--- src/rtl/dro_pkg.sv ---
// ----------------------------------------------------------------------------
// dro_pkg
// Shared types, constants and helper functions of the dead reckoning
// odometry switch: fixed-point formats, CORDIC constants and FSM codes.
// ----------------------------------------------------------------------------
package dro_pkg;

	// Fraction bits of positions and headings.
	localparam int FRAC = 16;

	// Serial multiplier: wide operand and product width, narrow operand width.
	localparam int PW = 56;
	localparam int MB = 18;

	// CORDIC constants in Q30.
	localparam int CORDIC_STEPS = 30;
	localparam logic signed [34:0] CORDIC_GAIN = 35'sd652032874;
	localparam logic signed [34:0] PI_Q30      = 35'sd3373259426;
	localparam logic signed [34:0] HALF_PI_Q30 = 35'sd1686629713;
	localparam logic signed [34:0] TWO_PI_Q30  = 35'sd6746518852;

	// Heading wrap modulus, 6.2832 in Q16.
	localparam logic [25:0] HEAD_WRAP = 26'd411776;

	// Configuration register indexes.
	localparam logic [1:0] CFG_SPEED_SCALE = 2'd0;
	localparam logic [1:0] CFG_THRESHOLD_Y = 2'd1;
	localparam logic [1:0] CFG_X_OFFSET    = 2'd2;

	typedef enum logic [2:0] {
		ST_IDLE,
		ST_MSTART,
		ST_MWAIT,
		ST_CWAIT,
		ST_WRAP,
		ST_UPDATE,
		ST_HOLD
	} state_t;

	typedef enum logic [2:0] {
		OP_SPD,
		OP_DIST,
		OP_YAW,
		OP_CX,
		OP_SY
	} op_t;

	typedef enum logic [2:0] {
		CS_IDLE,
		CS_MOD,
		CS_PI,
		CS_HALF,
		CS_ITER,
		CS_DONE
	} cordic_state_t;

	// Result of the CORDIC unit.
	typedef struct packed {
		logic                    done;
		logic signed [MB-1:0]    cos_v;
		logic signed [MB-1:0]    sin_v;
	} cordic_res_t;

	// Arctangent table in Q30.
	function automatic logic [29:0] atan_q30(input logic [4:0] i);
		logic [29:0] r;
		unique case (i)
			5'd0:  r = 30'd843314857;
			5'd1:  r = 30'd497837829;
			5'd2:  r = 30'd263043837;
			5'd3:  r = 30'd133525159;
			5'd4:  r = 30'd67021687;
			5'd5:  r = 30'd33543516;
			5'd6:  r = 30'd16775851;
			5'd7:  r = 30'd8388437;
			5'd8:  r = 30'd4194283;
			5'd9:  r = 30'd2097149;
			5'd10: r = 30'd1048576;
			5'd11: r = 30'd524288;
			5'd12: r = 30'd262144;
			5'd13: r = 30'd131072;
			5'd14: r = 30'd65536;
			5'd15: r = 30'd32768;
			5'd16: r = 30'd16384;
			5'd17: r = 30'd8192;
			5'd18: r = 30'd4096;
			5'd19: r = 30'd2048;
			5'd20: r = 30'd1024;
			5'd21: r = 30'd512;
			5'd22: r = 30'd256;
			5'd23: r = 30'd128;
			5'd24: r = 30'd64;
			5'd25: r = 30'd32;
			5'd26: r = 30'd16;
			5'd27: r = 30'd8;
			5'd28: r = 30'd4;
			5'd29: r = 30'd2;
			default: r = 30'd0;
		endcase
		return r;
	endfunction

	// Saturate a wide signed value to 32 bits.
	function automatic logic signed [31:0] sat32(input logic signed [PW-1:0] v);
		logic signed [31:0] r;
		if (v > PW'(64'sd2147483647)) begin
			r = 32'sh7FFFFFFF;
		end else if (v < -PW'(64'sd2147483648)) begin
			r = 32'sh80000000;
		end else begin
			r = v[31:0];
		end
		return r;
	endfunction

endpackage

--- src/rtl/dro_if.sv ---
// ----------------------------------------------------------------------------
// dro_in_if / dro_out_if
// Valid/ready channels that carry the sensor word in and the pose word out.
// ----------------------------------------------------------------------------
interface dro_in_if;
	logic               valid;
	logic               ready;
	logic               right_reverse;
	logic               left_reverse;
	logic [15:0]        right_encoder;
	logic [15:0]        left_encoder;
	logic signed [23:0] yaw_rate;
	logic signed [31:0] visual_x;
	logic signed [31:0] visual_y;
	logic signed [18:0] visual_yaw;
	logic [15:0]        interval;

	modport source (output valid, right_reverse, left_reverse, right_encoder,
		left_encoder, yaw_rate, visual_x, visual_y, visual_yaw, interval,
		input ready);
	modport sink (input valid, right_reverse, left_reverse, right_encoder,
		left_encoder, yaw_rate, visual_x, visual_y, visual_yaw, interval,
		output ready);
endinterface

interface dro_out_if;
	logic               valid;
	logic               ready;
	logic               dead_reckoning;
	logic signed [31:0] pos_x;
	logic signed [31:0] pos_y;
	logic signed [19:0] heading;
	logic signed [31:0] step_x;
	logic signed [31:0] step_y;

	modport source (output valid, dead_reckoning, pos_x, pos_y, heading,
		step_x, step_y, input ready);
	modport sink (input valid, dead_reckoning, pos_x, pos_y, heading,
		step_x, step_y, output ready);
endinterface

--- src/rtl/dro_serial_mul.sv ---
// ----------------------------------------------------------------------------
// dro_serial_mul
// Shift-add multiplier: one bit of the narrow signed operand per cycle,
// done pulses for one cycle when the product is ready.
// ----------------------------------------------------------------------------
module dro_serial_mul (
	input  logic                             clk,
	input  logic                             arst_n,
	input  logic                             start,
	input  logic signed [dro_pkg::PW-1:0]    a,
	input  logic signed [dro_pkg::MB-1:0]    b,
	output logic                             done,
	output logic signed [dro_pkg::PW-1:0]    product
);
	localparam int CW = $clog2(dro_pkg::MB);

	logic                          busy_q;
	logic                          done_q;
	logic [CW-1:0]                 cnt_q;
	logic signed [dro_pkg::PW-1:0] acc_q;
	logic signed [dro_pkg::PW-1:0] a_q;
	logic [dro_pkg::MB-1:0]        b_q;
	logic                          last;

	assign last = (cnt_q == CW'(dro_pkg::MB - 1));

	// Control: bit counter and busy/done flags.
	always_ff @(posedge clk or negedge arst_n) begin
		if (!arst_n) begin
			busy_q <= 1'b0;
			done_q <= 1'b0;
			cnt_q  <= '0;
		end else if (start) begin
			busy_q <= 1'b1;
			done_q <= 1'b0;
			cnt_q  <= '0;
		end else if (busy_q) begin
			cnt_q  <= cnt_q + 1'b1;
			busy_q <= !last;
			done_q <= last;
		end else begin
			done_q <= 1'b0;
		end
	end

	// Datapath: the sign bit of b carries negative weight.
	always_ff @(posedge clk) begin
		if (start) begin
			acc_q <= '0;
			a_q   <= a;
			b_q   <= b;
		end else if (busy_q) begin
			if (b_q[0]) begin
				acc_q <= last ? acc_q - a_q : acc_q + a_q;
			end
			a_q <= a_q <<< 1;
			b_q <= b_q >> 1;
		end
	end

	assign done    = done_q;
	assign product = acc_q;
endmodule

--- src/rtl/dro_cordic.sv ---
// ----------------------------------------------------------------------------
// dro_cordic
// Rotation-mode CORDIC in Q30: reduces the QF heading into [-pi/2, pi/2]
// in the MOD, PI and HALF states, then runs one micro-rotation per cycle.
// ----------------------------------------------------------------------------
module dro_cordic (
	input  logic                      clk,
	input  logic                      arst_n,
	input  logic                      start,
	input  logic signed [19:0]        angle,
	output dro_pkg::cordic_res_t      res
);
	dro_pkg::cordic_state_t state_q, state_d;
	logic [4:0]             i_q;
	logic signed [34:0]     z_q;
	logic signed [33:0]     x_q;
	logic signed [33:0]     y_q;
	logic                   flip_q;
	logic signed [33:0]     dx;
	logic signed [33:0]     dy;
	logic signed [34:0]     at;
	logic signed [33:0]     xf;
	logic signed [33:0]     yf;

	assign dx = y_q >>> i_q;
	assign dy = x_q >>> i_q;
	assign at = 35'(dro_pkg::atan_q30(i_q));

	// Next state.
	always_comb begin
		state_d = state_q;
		unique case (state_q)
			dro_pkg::CS_IDLE: if (start) state_d = dro_pkg::CS_MOD;
			dro_pkg::CS_MOD:  state_d = dro_pkg::CS_PI;
			dro_pkg::CS_PI:   state_d = dro_pkg::CS_HALF;
			dro_pkg::CS_HALF: state_d = dro_pkg::CS_ITER;
			dro_pkg::CS_ITER: begin
				if (i_q == 5'(dro_pkg::CORDIC_STEPS - 1)) state_d = dro_pkg::CS_DONE;
			end
			dro_pkg::CS_DONE: state_d = dro_pkg::CS_IDLE;
			default:          state_d = dro_pkg::CS_IDLE;
		endcase
	end

	always_ff @(posedge clk or negedge arst_n) begin
		if (!arst_n) begin
			state_q <= dro_pkg::CS_IDLE;
		end else begin
			state_q <= state_d;
		end
	end

	// Angle reduction and micro-rotations.
	always_ff @(posedge clk) begin
		unique case (state_q)
			dro_pkg::CS_IDLE: begin
				z_q    <= 35'(angle) <<< 14;
				x_q    <= 34'(dro_pkg::CORDIC_GAIN);
				y_q    <= '0;
				flip_q <= 1'b0;
				i_q    <= '0;
			end
			dro_pkg::CS_MOD: begin
				if (z_q >= dro_pkg::TWO_PI_Q30) begin
					z_q <= z_q - dro_pkg::TWO_PI_Q30;
				end else if (z_q <= -dro_pkg::TWO_PI_Q30) begin
					z_q <= z_q + dro_pkg::TWO_PI_Q30;
				end
			end
			dro_pkg::CS_PI: begin
				if (z_q > dro_pkg::PI_Q30) begin
					z_q <= z_q - dro_pkg::TWO_PI_Q30;
				end else if (z_q < -dro_pkg::PI_Q30) begin
					z_q <= z_q + dro_pkg::TWO_PI_Q30;
				end
			end
			dro_pkg::CS_HALF: begin
				if (z_q > dro_pkg::HALF_PI_Q30) begin
					z_q    <= z_q - dro_pkg::PI_Q30;
					flip_q <= 1'b1;
				end else if (z_q < -dro_pkg::HALF_PI_Q30) begin
					z_q    <= z_q + dro_pkg::PI_Q30;
					flip_q <= 1'b1;
				end
			end
			dro_pkg::CS_ITER: begin
				if (!z_q[34]) begin
					x_q <= x_q - dx;
					y_q <= y_q + dy;
					z_q <= z_q - at;
				end else begin
					x_q <= x_q + dx;
					y_q <= y_q - dy;
					z_q <= z_q + at;
				end
				i_q <= i_q + 1'b1;
			end
			default: ;
		endcase
	end

	// Outputs: undo the half-turn and floor to QF.
	always_comb begin
		xf        = flip_q ? -x_q : x_q;
		yf        = flip_q ? -y_q : y_q;
		res.done  = (state_q == dro_pkg::CS_DONE);
		res.cos_v = dro_pkg::MB'(xf >>> (30 - dro_pkg::FRAC));
		res.sin_v = dro_pkg::MB'(yf >>> (30 - dro_pkg::FRAC));
	end
endmodule

--- src/rtl/dead_reckoning_odometry_switch.sv ---
// ----------------------------------------------------------------------------
// dead_reckoning_odometry_switch
// Visual pose pass-through that latches over to wheel/gyro dead reckoning.
// ----------------------------------------------------------------------------
// Usage:
// One sensor word enters on in_ch per loop tick; one pose word leaves on
// out_ch for each. Registers are to be written by the user through
// cfg_we/cfg_index/cfg_wdata while the block is idle; the block does not enforce it.
// Until visual y falls below the threshold, the word is the visual pose with
// x shifted by the offset, loaded from the HOLD state into the output register.
// In dead reckoning the shared bit-serial multiplier forms five products
// (speed, distance, yaw increment, x and y step), while the CORDIC unit
// works the old heading in parallel; a remainder step then wraps the heading.
// One item is processed at a time. in_ch.ready is high whenever the
// sequencer is idle, even while a finished word waits in the output
// register; a stalled receiver holds the next word at the end of its work.
// Reset clears the latch and the estimate and loads the default registers.
// ----------------------------------------------------------------------------
module dead_reckoning_odometry_switch (
	input  logic               clk,
	input  logic               arst_n,
	input  logic               cfg_we,
	input  logic [1:0]         cfg_index,
	input  logic [31:0]        cfg_wdata,
	dro_in_if.sink             in_ch,
	dro_out_if.source          out_ch
);
	dro_pkg::state_t state_q, state_d;
	dro_pkg::op_t    op_q, op_d;

	// Configuration.
	logic [15:0]        speed_scale_q;
	logic signed [31:0] threshold_y_q;
	logic signed [31:0] x_offset_q;

	// Item and estimate.
	logic               rrev_q, lrev_q;
	logic [15:0]        renc_q, lenc_q, ivl_q;
	logic signed [23:0] yaw_q;
	logic signed [31:0] vx_q, vy_q;
	logic signed [18:0] vyaw_q;
	logic               latched_q, latched_d;
	logic signed [31:0] est_x_q, est_y_q;
	logic signed [19:0] est_h_q;

	// Working values.
	logic signed [34:0] sum_q;
	logic signed [26:0] dist_q;
	logic [25:0]        mag_q;
	logic               hneg_q;
	logic [2:0]         wcnt_q;
	logic signed [31:0] sx_q, sy_q;
	logic signed [dro_pkg::MB-1:0] cos_q, sin_q;
	logic               cdone_q;
	logic               out_valid_q;

	logic                          accept, out_load, mul_start, cordic_start;
	logic signed [dro_pkg::PW-1:0] mul_a, mul_p;
	logic signed [dro_pkg::MB-1:0] mul_b;
	logic                          mul_done;
	dro_pkg::cordic_res_t          cres;
	logic signed [17:0]            spd;
	logic signed [25:0]            th;
	logic [25:0]                   wstep;

	assign accept = in_ch.valid && in_ch.ready;
	assign latched_d = latched_q || (in_ch.visual_y < threshold_y_q);

	// Signed wheel speed sum, before scaling.
	assign spd = (rrev_q ? -18'(renc_q) : 18'(renc_q))
		+ (lrev_q ? -18'(lenc_q) : 18'(lenc_q));
	assign th = 26'(est_h_q) + 26'(mul_p >>> 16);
	assign wstep = dro_pkg::HEAD_WRAP << wcnt_q;

	// Multiplier operand selection.
	always_comb begin
		unique case (op_q)
			dro_pkg::OP_SPD: begin
				mul_a = dro_pkg::PW'(spd);
				mul_b = dro_pkg::MB'(speed_scale_q);
			end
			dro_pkg::OP_DIST: begin
				mul_a = dro_pkg::PW'(sum_q);
				mul_b = dro_pkg::MB'(ivl_q);
			end
			dro_pkg::OP_YAW: begin
				mul_a = dro_pkg::PW'(yaw_q);
				mul_b = dro_pkg::MB'(ivl_q);
			end
			dro_pkg::OP_CX: begin
				mul_a = dro_pkg::PW'(dist_q);
				mul_b = cos_q;
			end
			dro_pkg::OP_SY: begin
				mul_a = dro_pkg::PW'(dist_q);
				mul_b = sin_q;
			end
			default: begin
				mul_a = '0;
				mul_b = '0;
			end
		endcase
	end

	dro_serial_mul u_mul (
		.clk     (clk),
		.arst_n  (arst_n),
		.start   (mul_start),
		.a       (mul_a),
		.b       (mul_b),
		.done    (mul_done),
		.product (mul_p)
	);

	dro_cordic u_cordic (
		.clk    (clk),
		.arst_n (arst_n),
		.start  (cordic_start),
		.angle  (est_h_q),
		.res    (cres)
	);

	// Next state and operation.
	always_comb begin
		state_d = state_q;
		op_d    = op_q;
		unique case (state_q)
			dro_pkg::ST_IDLE: begin
				if (in_ch.valid) begin
					if (latched_d) begin
						state_d = dro_pkg::ST_MSTART;
						op_d    = dro_pkg::OP_SPD;
					end else begin
						state_d = dro_pkg::ST_HOLD;
					end
				end
			end
			dro_pkg::ST_MSTART: state_d = dro_pkg::ST_MWAIT;
			dro_pkg::ST_MWAIT: begin
				if (mul_done) begin
					unique case (op_q)
						dro_pkg::OP_SPD: begin
							state_d = dro_pkg::ST_MSTART;
							op_d    = dro_pkg::OP_DIST;
						end
						dro_pkg::OP_DIST: begin
							state_d = dro_pkg::ST_MSTART;
							op_d    = dro_pkg::OP_YAW;
						end
						dro_pkg::OP_YAW: begin
							state_d = dro_pkg::ST_CWAIT;
							op_d    = dro_pkg::OP_CX;
						end
						dro_pkg::OP_CX: begin
							state_d = dro_pkg::ST_MSTART;
							op_d    = dro_pkg::OP_SY;
						end
						dro_pkg::OP_SY: state_d = dro_pkg::ST_WRAP;
						default:        state_d = dro_pkg::ST_IDLE;
					endcase
				end
			end
			dro_pkg::ST_CWAIT: if (cdone_q) state_d = dro_pkg::ST_MSTART;
			dro_pkg::ST_WRAP:  if (wcnt_q == 3'd0) state_d = dro_pkg::ST_UPDATE;
			dro_pkg::ST_UPDATE: state_d = dro_pkg::ST_HOLD;
			dro_pkg::ST_HOLD: if (!out_valid_q || out_ch.ready) state_d = dro_pkg::ST_IDLE;
			default: state_d = dro_pkg::ST_IDLE;
		endcase
	end

	// Control outputs of the sequencer.
	always_comb begin
		in_ch.ready  = (state_q == dro_pkg::ST_IDLE);
		mul_start    = (state_q == dro_pkg::ST_MSTART);
		cordic_start = accept && latched_d;
		out_load     = (state_q == dro_pkg::ST_HOLD) && (!out_valid_q || out_ch.ready);
	end

	// Control registers.
	always_ff @(posedge clk or negedge arst_n) begin
		if (!arst_n) begin
			state_q       <= dro_pkg::ST_IDLE;
			op_q          <= dro_pkg::OP_SPD;
			speed_scale_q <= 16'd721;
			threshold_y_q <= -32'sd589824;
			x_offset_q    <= 32'sd18022;
			latched_q     <= 1'b0;
			est_x_q       <= '0;
			est_y_q       <= '0;
			est_h_q       <= '0;
			cdone_q       <= 1'b0;
			out_valid_q   <= 1'b0;
		end else begin
			state_q <= state_d;
			op_q    <= op_d;
			if (cfg_we) begin
				unique case (cfg_index)
					dro_pkg::CFG_SPEED_SCALE: speed_scale_q <= cfg_wdata[15:0];
					dro_pkg::CFG_THRESHOLD_Y: threshold_y_q <= cfg_wdata;
					dro_pkg::CFG_X_OFFSET:    x_offset_q    <= cfg_wdata;
					default: ;
				endcase
			end
			if (accept) begin
				latched_q <= latched_d;
				if (!latched_d) begin
					est_x_q <= in_ch.visual_x;
					est_y_q <= in_ch.visual_y;
					est_h_q <= 20'(in_ch.visual_yaw);
				end
			end
			if (state_q == dro_pkg::ST_UPDATE) begin
				est_x_q <= dro_pkg::sat32(dro_pkg::PW'(est_x_q) + dro_pkg::PW'(sx_q));
				est_y_q <= dro_pkg::sat32(dro_pkg::PW'(est_y_q) + dro_pkg::PW'(sy_q));
				est_h_q <= hneg_q ? -20'(mag_q) : 20'(mag_q);
			end
			if (cordic_start) begin
				cdone_q <= 1'b0;
			end else if (cres.done) begin
				cdone_q <= 1'b1;
			end
			if (out_load) begin
				out_valid_q <= 1'b1;
			end else if (out_ch.ready) begin
				out_valid_q <= 1'b0;
			end
		end
	end

	// Item capture, product capture and heading remainder.
	always_ff @(posedge clk) begin
		if (accept) begin
			rrev_q <= in_ch.right_reverse;
			lrev_q <= in_ch.left_reverse;
			renc_q <= in_ch.right_encoder;
			lenc_q <= in_ch.left_encoder;
			yaw_q  <= in_ch.yaw_rate;
			vx_q   <= in_ch.visual_x;
			vy_q   <= in_ch.visual_y;
			vyaw_q <= in_ch.visual_yaw;
			ivl_q  <= in_ch.interval;
		end
		if (cres.done) begin
			cos_q <= cres.cos_v;
			sin_q <= cres.sin_v;
		end
		if (state_q == dro_pkg::ST_MWAIT && mul_done) begin
			unique case (op_q)
				dro_pkg::OP_SPD:  sum_q  <= 35'(mul_p);
				dro_pkg::OP_DIST: dist_q <= 27'(mul_p >>> (41 - dro_pkg::FRAC));
				dro_pkg::OP_YAW: begin
					hneg_q <= th[25];
					mag_q  <= th[25] ? 26'(-th) : 26'(th);
					wcnt_q <= 3'd6;
				end
				dro_pkg::OP_CX:   sx_q <= dro_pkg::sat32(mul_p >>> dro_pkg::FRAC);
				dro_pkg::OP_SY:   sy_q <= dro_pkg::sat32(mul_p >>> dro_pkg::FRAC);
				default: ;
			endcase
		end
		// One quotient bit per cycle of the magnitude remainder.
		if (state_q == dro_pkg::ST_WRAP) begin
			if (mag_q >= wstep) begin
				mag_q <= mag_q - wstep;
			end
			wcnt_q <= wcnt_q - 1'b1;
		end
	end

	// Output word register.
	always_ff @(posedge clk) begin
		if (out_load) begin
			out_ch.dead_reckoning <= latched_q;
			if (latched_q) begin
				out_ch.pos_x   <= est_x_q;
				out_ch.pos_y   <= est_y_q;
				out_ch.heading <= est_h_q;
				out_ch.step_x  <= sx_q;
				out_ch.step_y  <= sy_q;
			end else begin
				out_ch.pos_x   <= dro_pkg::sat32(dro_pkg::PW'(vx_q) - dro_pkg::PW'(x_offset_q));
				out_ch.pos_y   <= vy_q;
				out_ch.heading <= 20'(vyaw_q);
				out_ch.step_x  <= '0;
				out_ch.step_y  <= '0;
			end
		end
	end

	assign out_ch.valid = out_valid_q;
endmodule

--- src/flat_wrapper.sv ---
// flat-port wrapper written by rule: the top's interface ports become plain ports
module dead_reckoning_odometry_switch_flat 
  (clk, arst_n, cfg_we, cfg_index, cfg_wdata, in_ch_valid, in_ch_right_reverse, in_ch_left_reverse, in_ch_right_encoder, in_ch_left_encoder, in_ch_yaw_rate, in_ch_visual_x, in_ch_visual_y, in_ch_visual_yaw, in_ch_interval, in_ch_ready, out_ch_valid, out_ch_dead_reckoning, out_ch_pos_x, out_ch_pos_y, out_ch_heading, out_ch_step_x, out_ch_step_y, out_ch_ready);
  dro_in_if in_ch_i ();
  dro_out_if out_ch_i ();
  input  logic clk;
  input  logic arst_n;
  input  logic cfg_we;
  input  logic [1:0] cfg_index;
  input  logic [31:0] cfg_wdata;
  input wire logic [$bits(in_ch_i.valid)-1:0] in_ch_valid;
  input wire logic [$bits(in_ch_i.right_reverse)-1:0] in_ch_right_reverse;
  input wire logic [$bits(in_ch_i.left_reverse)-1:0] in_ch_left_reverse;
  input wire logic [$bits(in_ch_i.right_encoder)-1:0] in_ch_right_encoder;
  input wire logic [$bits(in_ch_i.left_encoder)-1:0] in_ch_left_encoder;
  input wire logic [$bits(in_ch_i.yaw_rate)-1:0] in_ch_yaw_rate;
  input wire logic [$bits(in_ch_i.visual_x)-1:0] in_ch_visual_x;
  input wire logic [$bits(in_ch_i.visual_y)-1:0] in_ch_visual_y;
  input wire logic [$bits(in_ch_i.visual_yaw)-1:0] in_ch_visual_yaw;
  input wire logic [$bits(in_ch_i.interval)-1:0] in_ch_interval;
  output wire logic [$bits(in_ch_i.ready)-1:0] in_ch_ready;
  output wire logic [$bits(out_ch_i.valid)-1:0] out_ch_valid;
  output wire logic [$bits(out_ch_i.dead_reckoning)-1:0] out_ch_dead_reckoning;
  output wire logic [$bits(out_ch_i.pos_x)-1:0] out_ch_pos_x;
  output wire logic [$bits(out_ch_i.pos_y)-1:0] out_ch_pos_y;
  output wire logic [$bits(out_ch_i.heading)-1:0] out_ch_heading;
  output wire logic [$bits(out_ch_i.step_x)-1:0] out_ch_step_x;
  output wire logic [$bits(out_ch_i.step_y)-1:0] out_ch_step_y;
  input wire logic [$bits(out_ch_i.ready)-1:0] out_ch_ready;
  assign in_ch_i.valid = in_ch_valid;
  assign in_ch_i.right_reverse = in_ch_right_reverse;
  assign in_ch_i.left_reverse = in_ch_left_reverse;
  assign in_ch_i.right_encoder = in_ch_right_encoder;
  assign in_ch_i.left_encoder = in_ch_left_encoder;
  assign in_ch_i.yaw_rate = in_ch_yaw_rate;
  assign in_ch_i.visual_x = in_ch_visual_x;
  assign in_ch_i.visual_y = in_ch_visual_y;
  assign in_ch_i.visual_yaw = in_ch_visual_yaw;
  assign in_ch_i.interval = in_ch_interval;
  assign in_ch_ready = in_ch_i.ready;
  assign out_ch_valid = out_ch_i.valid;
  assign out_ch_dead_reckoning = out_ch_i.dead_reckoning;
  assign out_ch_pos_x = out_ch_i.pos_x;
  assign out_ch_pos_y = out_ch_i.pos_y;
  assign out_ch_heading = out_ch_i.heading;
  assign out_ch_step_x = out_ch_i.step_x;
  assign out_ch_step_y = out_ch_i.step_y;
  assign out_ch_i.ready = out_ch_ready;
  dead_reckoning_odometry_switch u_core (.clk(clk), .arst_n(arst_n), .cfg_we(cfg_we), .cfg_index(cfg_index), .cfg_wdata(cfg_wdata), .in_ch(in_ch_i), .out_ch(out_ch_i));
endmodule
--- config.mk ---
export PLATFORM = sky130hd
export DESIGN_NAME = dead_reckoning_odometry_switch_flat
export DESIGN_NICKNAME = d
export VERILOG_FILES = /design/src/rtl/dro_pkg.sv /design/src/rtl/dro_if.sv /design/src/rtl/dro_serial_mul.sv /design/src/rtl/dro_cordic.sv /design/src/rtl/dead_reckoning_odometry_switch.sv /design/src/flat_wrapper.sv
export SDC_FILE = /design/constraint.sdc
export NUM_CORES = 2
export LEC_CHECK = 0
export BUFFER_PORTS_ARGS = -buffer_cell sky130_fd_sc_hd__buf_4
export CELL_PAD_IN_SITES_DETAIL_PLACEMENT = 1
export CELL_PAD_IN_SITES_GLOBAL_PLACEMENT = 1
export CORE_MARGIN = 4
export CORE_UTILIZATION = 55
export CTS_BUF_LIST = sky130_fd_sc_hd__clkbuf_4 sky130_fd_sc_hd__clkbuf_8
export DETAILED_ROUTE_END_ITERATION = 8
export PLACE_DENSITY = 0.95
export SLEW_MARGIN = 10
export SYNTH_ARGS = -nofsm -noshare
export SYNTH_HDL_FRONTEND = slang
export SYNTH_HIERARCHICAL = 1
export SYNTH_SLANG_ARGS = --single-unit
--- constraint.sdc ---
create_clock -name clk -period 18.9 [get_ports clk]
set_clock_uncertainty 0.1 [all_clocks]
set_input_delay 1.89 -clock clk [delete_from_list [all_inputs] [get_ports clk]]
set_output_delay 1.89 -clock clk [all_outputs]
set_load 0.02 [all_outputs]
==> impl_metrics.tcl <==
set metrics [dict create \
    grt_pass1_vias 68751 \
    drive_gt1_share_pct 16.33 \
    fin_crit_ns 8.131 \
    post-place-ws_ns 10.92 \
    first_pass_iters 8 \
    yosys.area_share.simple_pct 14.76 \
    wl_per_cell_um 32.31 \
    ys_seq_area_share_pct 38.56 \
    clockRootBuffer "clkbuf_8" \
    setup_viol 0 \
    hp-class "reg2reg" \
    rsz0062_at_grt "false" \
    synth_xor_area_share_pct 6.508 \
    cts_buffers 166 \
    dieWidth_um 361.9 \
    die_h_um 361.9 \
    wl_met1_mm 102.8 \
    cp_max_fo 75 \
    clock_sinks 950 \
    synth_fa_ha_area_share_pct 7.056 \
    place_congestion 1.007 \
    htree_levels 4 \
    final_cells 9172 \
    period_share_pct 43.02 \
    peakVddDrop_mv 0.2098 \
    start_util_pct 55.56 \
    synth.ff_latch_count 950 \
    drc_errors 0 \
    vias 66483 \
    timing.final.ws_setup_ns 10.77 \
    highest_layer "met5" \
    vias_per_cell 7.248 \
    syn_area_per_cell_um2 9.637 \
    final_nets 7949 \
    crit_required_ns 19.44 \
    synth_edf_count 658 \
    overflow 0 \
    finalPower_uw 17110 \
    leakage_uw 0.03001 \
    ys_async_sr_fraction_pct 19.26 \
    synth_fp_nets 7725 \
    cts_resized 0 \
    cts_tree "done" \
    synth_compound_area_share_pct 20.10 \
    antenna_found_initial 34 \
    routed_wl_mm 296.4 \
    power.density_mw_per_mm2 223.6 \
    synth_top_family_by_area "compound AO/OA/AOI/OAI gates" \
    placement.io_buffers 346 \
    slew_headroom_pct 4.579 \
    synth_cell_types 129 \
    critical_path_class "reg2reg" \
    syn_area_mm2 0.06887 \
    grt_pass1_wl_mm 439.8 \
    core_mm2 0.1240 \
    rows 129 \
    tns_ns 0 \
    post_cts_buffers 0 \
    clockBufferDepth 3 \
    met3_length_mm 32.59 \
    dp_cells 8839 \
    first_iter_violations 8541 \
    synthMuxAreaShare_pct 9.237 \
    dp_hpwl_mm 206.4 \
    area_growth_pct 11.08 \
    hold_viol_final 0 \
    wl_met2_mm 132.3 \
    synth_warnings 6 \
    io_pins 347 \
    grt_max_degree 146 \
    clk_latency_ns 0.93 \
    max_freq_ghz 0.1230 \
    hold_buffers 0 \
    drtAntennaViolNets 0 \
    worst_slew_pin_slew_ns 1.426 \
    fp.dieArea_mm2 0.1309 \
    cap_violations 0 \
    netlist_instances 7146 \
    clk_pin_slew_ns 0.06 \
    cp-start-kind "flip-flop" \
    synth_ff_type "edfxtp_1" \
    arrival_ns 8.67 \
    outcome "finished clean" \
    crit_path_end_kind "flip-flop" \
    drv_slew 0 \
    grtUsageTotal_pct 43.80 \
]
==> report_power, final <==
group	switching, uW	internal (uW)	leakage, uW
registers	917	2930	0.00905
clock network	983	1170	0.00194
logic	6900	4210	0.0190
==> area by class of cell <==
type	instances	area (um^2)
diodes	23	57.56
repair buffers	442	3337
flip-flops and latches	950	26560
inverters	268	1006
clock inverters	62	595.6
multi-input cells	5542	39830
fillers	13666	47460
clock buffers	248	3063
well taps	1637	2048
==> sequential cells by signal (all words and copies together), names as in the netlist, 32 cells and up <==
signal and flops:
u_core/u_mul/a_q 56, u_core/u_mul/product 56, u_core/sum_q 35, u_core/u_cordic/z_q 35, u_core/u_cordic/x_q 34, u_core/u_cordic/y_q 34, u_core/est_x_q 32, u_core/est_y_q 32
u_core/out_ch.pos_x 32, u_core/out_ch.pos_y 32, u_core/out_ch.step_x 32, u_core/out_ch.step_y 32, u_core/sx_q 32, u_core/sy_q 32, u_core/threshold_y_q 32, u_core/vx_q 32
u_core/vy_q 32, u_core/x_offset_q 32
==> synth_stat cells, types with 77 or more instances <==
| library cell | number | area (um^2) |
|---|---|---|
| clkbuf_1 | 299 | 1122 |
| o211ai_1 | 77 | 578.1 |
| a21oi_1 | 635 | 3178 |
| a21o_1 | 201 | 1509 |
| ha_1 | 374 | 4679 |
| xnor2_1 | 316 | 2768 |
| mux2i_1 | 184 | 1842 |
| dfxtp_1 | 109 | 2182 |
| mux2_2 | 245 | 2759 |
| inv_1 | 263 | 987.2 |
| edfxtp_1 | 658 | 19760 |
| nand3_1 | 162 | 810.8 |
| nand2_1 | 568 | 2132 |
| xor2_1 | 192 | 1682 |
| and2_1 | 120 | 750.7 |
| nand2b_1 | 83 | 519.3 |
| dfrtp_1 | 156 | 3904 |
| nor2_1 | 495 | 1858 |
| o21ai_0 | 343 | 1717 |
| nor3_1 | 104 | 520.5 |
==> final timing paths <==
kind	startpoint	endpoint	slack, ns	cells after the start
setup / recovery	u_core/u_cordic/i_q[0]	u_core/u_cordic/y_q[33]	10.77	18
hold / removal	u_core/u_mul/product[0]	u_core/sum_q[0]	0.36	0
setup reg to reg	u_core/u_cordic/i_q[0]	u_core/u_cordic/y_q[33]	10.77	18
hold reg to reg	u_core/u_mul/product[0]	u_core/sum_q[0]	0.36	0
max in group asynchronous	arst_n	u_core/est_h_q[9]	16.33	2
min in group asynchronous	arst_n	u_core/est_x_q[27]	0.88	1
==> placed cells by master (no fill, tap or decap), types with 201 or more instances in the layout <==
cell type | netlist | layout
a21oi_1 | 635 | 633
xnor2_1 | 316 | 316
buf_4 | 0 | 440
nor2_1 | 495 | 490
nand2_1 | 568 | 565
inv_1 | 263 | 262
a21o_1 | 201 | 201
mux2_2 | 245 | 245
edfxtp_1 | 658 | 658
o21ai_0 | 343 | 342
ha_1 | 374 | 374
==> per-stage QoR <==
step / area (um^2) / utilization, % / hold WS (ns)
global route: 76460 / 61.68 / 0.3799
global placement: 72780 / 58.72 / 0.3429
floorplan: 68870 / - / 0.3308
detailed placement: 72780 / 58.72 / 0.3501
CTS: 76440 / 61.67 / 0.3561
finish: 76500 / 61.71 / 0.3608
==> worst max-delay path: stages (launching register included) <==
cell and delay (ns):
edfxtp_1 0.34, buf_4 0.64, buf_4 0.90, mux4_2 0.67
mux4_2 0.54, a221o_1 0.38, a211oi_2 0.30, and3_1 0.30
a21oi_1 0.11, xnor2_1 0.17, ha_1 0.35, a2111oi_0 0.75
nand3_1 0.28, a211o_1 0.36, a41oi_1 0.45, o211a_1 0.34
o211a_1 0.21, nor4_1 0.06, or4_1 0.53
==> layer usage <==
metal  track usage [%]  up-vias
li1                  -    27325
met1             50.19    32724
met2             68.80     4763
met3             12.99     1641
met4             34.33       30
met5            0.1816        -
==> cells by family (layout without fill, tap and decap cells) <==
kind of cell | Yosys count | in the layout
flops | 950 | 950
buf+inv | 654 | 1020
compound gates | 2106 | 2106
other cells | 0 | 23
xor+xnor | 510 | 510
fa+ha+maj | 383 | 383
simple gates | 2032 | 2032
mux | 511 | 511
No activity file was read; power rests on OpenSTA's default activity.
